## config.mk

```make
export PLATFORM = sky130hd
export DESIGN_NAME = krf_ctrl
export DESIGN_NICKNAME = d
export VERILOG_FILES = /design/src/hw/rtl/krf_pkg.sv /design/src/hw/rtl/krf_ctrl.sv
export SDC_FILE = /design/constraint.sdc
export NUM_CORES = 1
export LEC_CHECK = 0
export ABC_AREA = 1
export BUFFER_PORTS_ARGS = -buffer_cell sky130_fd_sc_hd__buf_2
export CAP_MARGIN = 20
export CORE_AREA = 3 3 40 42
export DETAILED_ROUTE_END_ITERATION = 8
export DIE_AREA = 0 0 43 45
export GPL_TIMING_DRIVEN = 0
export PLACE_DENSITY = 0.57
export SLEW_MARGIN = 20
export SYNTH_ARGS = -nofsm -noshare
export SYNTH_HDL_FRONTEND = slang
export SYNTH_SLANG_ARGS = --single-unit
```

## constraint.sdc

```tcl
create_clock -name clk_i -period 1.4 [get_ports clk_i]
set_input_delay 0.14 -clock clk_i [delete_from_list [all_inputs] [get_ports clk_i]]
set_output_delay 0.14 -clock clk_i [all_outputs]
set_load 0.01 [all_outputs]
```

## src/hw/rtl/krf_pkg.sv

```systemverilog
// Package for the keyed record FIFO: types, sizes, opcodes, state codes.
package krf_pkg;

  localparam int unsigned QueueDepth = 16;
  localparam int unsigned NumClasses = 5;
  localparam int unsigned FirstYear  = 5;
  localparam int unsigned IdxW   = $clog2(QueueDepth);
  localparam int unsigned CntW   = $clog2(QueueDepth + 1);
  localparam int unsigned ClassW = $clog2(NumClasses);
  localparam int unsigned ClassDepth = NumClasses * QueueDepth;
  localparam int unsigned ClassAddrW = $clog2(ClassDepth);

  typedef enum logic [1:0] {
    KindEnqueue    = 2'd0,
    KindRemove     = 2'd1,
    KindDistribute = 2'd2,
    KindReadout    = 2'd3
  } kind_e;

  typedef enum logic [2:0] {
    StatOk       = 3'd0,
    StatEmpty    = 3'd1,
    StatFull     = 3'd2,
    StatNotFound = 3'd3,
    StatDropped  = 3'd4
  } status_e;

  typedef enum logic [2:0] {
    StIdle,
    StRemove,
    StDist,
    StReadMain,
    StReadClass,
    StRespond
  } state_e;

  typedef struct packed {
    logic [1:0]         kind;
    logic signed [31:0] student_id;
    logic [63:0]        name_head;
    logic [15:0]        name_tail;
    logic [7:0]         age;
    logic [3:0]         school_year;
    logic [2:0]         queue_select;
  } req_t;

  typedef struct packed {
    logic [2:0]         status;
    logic signed [31:0] student_id_res;
    logic [63:0]        name_head_res;
    logic [15:0]        name_tail_res;
    logic [7:0]         age_res;
    logic [3:0]         school_year_res;
    logic [4:0]         count;
    logic               last;
  } res_t;

  // controller -> datapath
  typedef struct packed {
    logic load_req;   // latch incoming request
    logic enqueue;    // do enqueue and form its result
    logic clr_walk;   // reset walk pointers
    logic rm_step;    // one compaction step
    logic dist_step;  // one distribute step
    logic rd_step;    // read one entry, stage a result
    logic fin_simple; // form single result (remove/distribute/empty readout)
    logic out_pop;    // output register consumed
  } cmd_t;

  // datapath -> controller
  typedef struct packed {
    logic walk_done;  // pointer reached the fill level
    logic src_empty;  // selected readout source is empty/invalid
    logic main_empty;
    logic out_full;
    logic rd_pend;    // read data in flight
  } stat_t;

endpackage

```

## src/hw/rtl/krf_ctrl.sv

```systemverilog
// Controller for the keyed record FIFO: sequences one request at a time.
module krf_ctrl import krf_pkg::*; (
  input  logic  clk_i,
  input  logic  rst_ni,
  input  logic  in_valid_i,
  output logic  in_stall_o,
  input  logic [1:0] kind_i,
  input  logic  out_stall_i,
  input  stat_t stat_i,
  output cmd_t  cmd_o
);

  state_e state_q, state_d;
  logic   accept;

  assign in_stall_o = (state_q != StIdle) || stat_i.out_full;
  assign accept     = in_valid_i && !in_stall_o;

  always_comb begin
    state_d = state_q;
    unique case (state_q)
      StIdle: begin
        if (accept) begin
          unique case (kind_e'(kind_i))
            KindEnqueue:    state_d = StIdle;
            KindRemove:     state_d = StRemove;
            KindDistribute: state_d = StDist;
            KindReadout:    state_d = StReadMain;
            default:        state_d = StIdle;
          endcase
        end
      end
      StRemove: if (stat_i.walk_done) state_d = StRespond;
      StDist:   if (stat_i.walk_done) state_d = StRespond;
      // readout decision state once the request is latched
      StReadMain: state_d = stat_i.src_empty ? StRespond : StReadClass;
      StReadClass: begin
        if (stat_i.walk_done && !stat_i.rd_pend && !stat_i.out_full) state_d = StIdle;
      end
      StRespond: if (!stat_i.out_full) state_d = StIdle;
      default: state_d = StIdle;
    endcase
  end

  always_comb begin
    cmd_o = '0;
    cmd_o.out_pop = !out_stall_i;
    unique case (state_q)
      StIdle: begin
        cmd_o.load_req = accept;
        cmd_o.clr_walk = accept;
        cmd_o.enqueue  = accept && (kind_e'(kind_i) == KindEnqueue);
      end
      StRemove:    cmd_o.rm_step   = !stat_i.walk_done;
      StDist:      cmd_o.dist_step = !stat_i.walk_done;
      StReadMain:  ;
      StReadClass: cmd_o.rd_step   = 1'b1;
      StRespond:   cmd_o.fin_simple = !stat_i.out_full;
      default: ;
    endcase
  end

  always_ff @(posedge clk_i or negedge rst_ni) begin
    if (!rst_ni) begin
      state_q <= StIdle;
    end else begin
      state_q <= state_d;
    end
  end

endmodule

```

Word level (Yosys, flattened, before mapping). Cells that the tools add are included.

Logic and storage cells: 40. Input bits: 11. Flip-flop bits (word level): 3.

Muxes and demuxes: 12. Equality and inequality tests: 12. Reduce and logical (&&, ||, !) cells: 15.

Operators by type and width (number): $mux W3 (5); $pmux W3 S5 (1); $pmux W3 S4 (1); $eq A3 B2 Y1 const B (2); $eq A3 B3 Y1 const B (2); $ne A2 B2 Y1 const B (3); $logic_not A1 Y1 (5); $mux W1 (5); $eq A2 B2 Y1 const B (2); $logic_and A1 B1 Y1 (4); $reduce_and A4 Y1 (1); $eq A3 B1 Y1 const B (1); $logic_not A3 Y1 (1); $reduce_bool A3 Y1 (1); $eq A2 B1 Y1 const B (1); $logic_not A2 Y1 (1); $ne A2 B1 Y1 const B (1); $reduce_or A2 Y1 (1); $logic_or A1 B1 Y1 (1).

Longest topological paths before layout.
Word-level depth: 6. Depth in mapped cells: 8.

Worst setup path before layout. No wires, ideal clock.

Path kind: register to output. Start point: reg state_q[0]. End point: out cmd_o[6] (netlist bit). Path buffers: 0. Slack: 238 ps. Data arrival time: 1022 ps. Stages on the path, launching flop included: 6. Cells stage by stage: dfrtp_1 > nor2_2 > nand2_1 > inv_2 > nand3_1 > nor3_1.

RTL lines: start, declared (RTL line krf_ctrl.sv:13) `state_e state_q, state_d;`; start signal, assigned (RTL line krf_ctrl.sv:65) `state_q <= StIdle;`; start signal, assigned (RTL line krf_ctrl.sv:67) `state_q <= state_d;`; end, declared (RTL line krf_ctrl.sv:10) `output cmd_t cmd_o`.

==> flow_summary.toml <==
[logic_synthesis]
ys.flop_type = "dfrtp_1"
synth_cells = 49
ys_seq_area_share_pct = 26.4
post-synth-top-count-cell = "nand2_1"
syn-mean-instance-area_um2 = 5.80
synth_common_cells = "nand2_1, inv_1, nor2_1"
yosys.area.top_type = "dfrtp_1"
synthDistinctLibCells = 14
synth_fp_nets = 60
async_flop_share_pct = 100
ys_seq_elements = 3
synth_area_leaders = "dfrtp_1, nand2_1, inv_1, nor2_1, nor2_2"
synth.top_cell.area_share_pct = 26.4
synth_edf_count = 0
netlist_area_um2 = 284
synth_warnings = 0

[clock_tree]
cts_tree = "done"
clock-root-buffer = "clkbuf_4"
htreeDepth = 1
cts_buffers = 3
cts.path.max_buffers = 2
clk_pin_slew_ns = 0.04
clock_sinks = 3
clock_latency_ns = 0.23

[grt]
grt_pass1_vias = 379
grt_pass1_wl_um = 1440
grt_max_degree = 6
antenna_found_initial = 0
grt_usage_pct = 10.1
grt.overflow.total = 0

[detailed_routing]
viasPerCell = 4.12
drtPass1Iterations = 2
ant_nets = 0
drcViolationCount = 0
wl_per_cell_um = 9.08
vias = 375
drt_iter0_markers = 2
wl_um = 826

[worst_setup_path]
worstReg2RegEnd = "state_q[1]$_DFFE_PN0P_"
start_kind = "register"
r2r_slack_ns = 0.18
cp-end-kind = "primary output"
slowest_delay_ns = 0.42
cp_cell_sequence = "nor2_4, nand2_2, inv_2, nand3_2, nor3_2, buf_2"
crit_type = "reg2out"
worstPathMaxFanout = 2
r2r-start = "state_q[0]$_DFFE_PN0P_"
cp_slowest_cell = "dfrtp_2"
critPathRequiredTime_ns = 1.26
arrival_ns = 1.26
r2r_cells = 7

[layout]
nets = 88
drive_gt1_share_pct = 57.9
fin_util_pct = 38.9
diodes = 0
fin_area_um2 = 499
regMostFlops = "state_q"
fin_cells = 91
area_growth_syn_to_layout_pct = 75.8
reg_top3 = "state_q x3"
largest_reg_flops = 3

[placement]
place.gp.congestion = 0.741
hpwlAfterDp_um = 576
place_area_um2 = 393
port_buffers = 18
placedCellCount = 82

[power]
powerDensity_nw_per_um2 = 2080
p_leak_nw = 0.282
power_mw = 1.04
vdd_drop_max_mv = 0.872

[die]
ioPinCount = 20
initial_core_util_pct = 22.1
design.core.area_um2 = 1280
die_h_um = 45
die_area_um2 = 1940
die_w_um = 43
rows = 13

[sta]
clock_skew_ns = 0.00259
hold_viol = 0
maxSlewViolCount = 0
period_share_pct = 99.9
period_needed_ns = 1.40
rsz0062_at_grt = "true"
max_slew_margin_pct = 87.9
worstMarginPinSlew_ns = 0.181
fmax_mhz = 715
fin_hold_ws_ns = 0.234
setup_viol = 0

[hold_path]
hold_path_class = "in2async"

[outcome]
status = "complete, no violations"

[run]
drv_cap = 0
-- area by class of cell --
| class | instances | area [µm²] |
|---|---|---|
| Buffer | 1 | 11.3 |
| Clock buffer | 4 | 26.3 |
| Fill cell | 148 | 786 |
| Inverter | 10 | 37.5 |
| Multi-Input combinational cell | 35 | 191 |
| Sequential cell | 3 | 77.6 |
| Tap cell | 15 | 18.8 |
| Timing Repair Buffer | 23 | 136 |
-- how the worst max path moves through the flow --
stage                                 startpoint  endpoint  slack, ns  depth (start not counted)
after floorplan           state_q[0]$_DFFE_PN0P_  cmd_o[6]       0.24                          5
after global placement    state_q[0]$_DFFE_PN0P_  cmd_o[7]       0.16                          7
after detailed placement  state_q[0]$_DFFE_PN0P_  cmd_o[7]       0.16                          7
after CTS                 state_q[0]$_DFFE_PN0P_  cmd_o[3]       0.01                          5
after global routing      state_q[0]$_DFFE_PN0P_  cmd_o[6]      -0.07                          6
final                     state_q[0]$_DFFE_PN0P_  cmd_o[6]      0.002                          6
-- through the flow --
| step | TNS (ns) | setup WS [ns] |
|---|---|---|
| 2_1_floorplan | 0 | 0.238 |
| 3_3_place_gp | 0 | 0.157 |
| 3_5_place_dp | 0 | 0.159 |
| 4_1_cts | 0 | 0.0100 |
| 5_1_grt | -0.107 | -0.0730 |
| 6_report | 0 | 0.00194 |
-- critical path, delay by kind of cell, from the launching register on --
family                 cells  cell delay, ns
buffers and inverters      2            0.20
DFF                        1            0.42
and+or+nand+nor            4            0.40
-- cells in the final DEF (no fill, tap or decap) --
cell type	instances
clkbuf_4	3
nand3_2	2
buf_2	17
clkbuf_1	1
buf_4	4
or2_4	1
a21oi_1	2
buf_6	2
inv_2	4
dlygate4sd3_1	1
nor2_1	6
nand2_2	2
o21ai_1	1
a21oi_2	1
nand3b_1	1
nor2_4	1
inv_1	6
dfrtp_1	1
nand2_1	12
dfrtp_2	2
nor2_2	4
nand3_1	1
nor3_2	1
-- power breakdown --
group | internal (mW) | switching (mW) | leakage, nW
logic | 0.319 | 0.372 | 0.231
clock network | 0.107 | 0.0449 | 0.0150
registers | 0.138 | 0.0555 | 0.0359
-- routing by layer --
metal | vias to the layer above | wire length (µm) | global-route usage, %
li1 | 201 | - | -
met1 | 159 | 350 | 10.6
met2 | 15 | 399 | 17.4
met3 | 0 | 77 | 5.58
met4 | 0 | 0 | 3.61
met5 | - | 0 | 0
-- cells by family after synthesis --
family / count (synthesis) / share of synthesized area (%)
buf+inv: 11 / 15.9
compound gates: 4 / 8.37
flops: 3 / 26.4
simple gates: 31 / 49.3
-- timing repair --
| action | in CTS | in global routing |
|---|---|---|
| pin swaps | 1 | 2 |
| setup endpoints to repair | 3 | 5 |
| buffers inserted | 4 | 0 |
| hold buffers | 1 | 0 |
| endpoints found under the hold margin | 3 | 0 |
| gates resized for setup | 3 | 11 |
(Power assumes the default switching activity.)
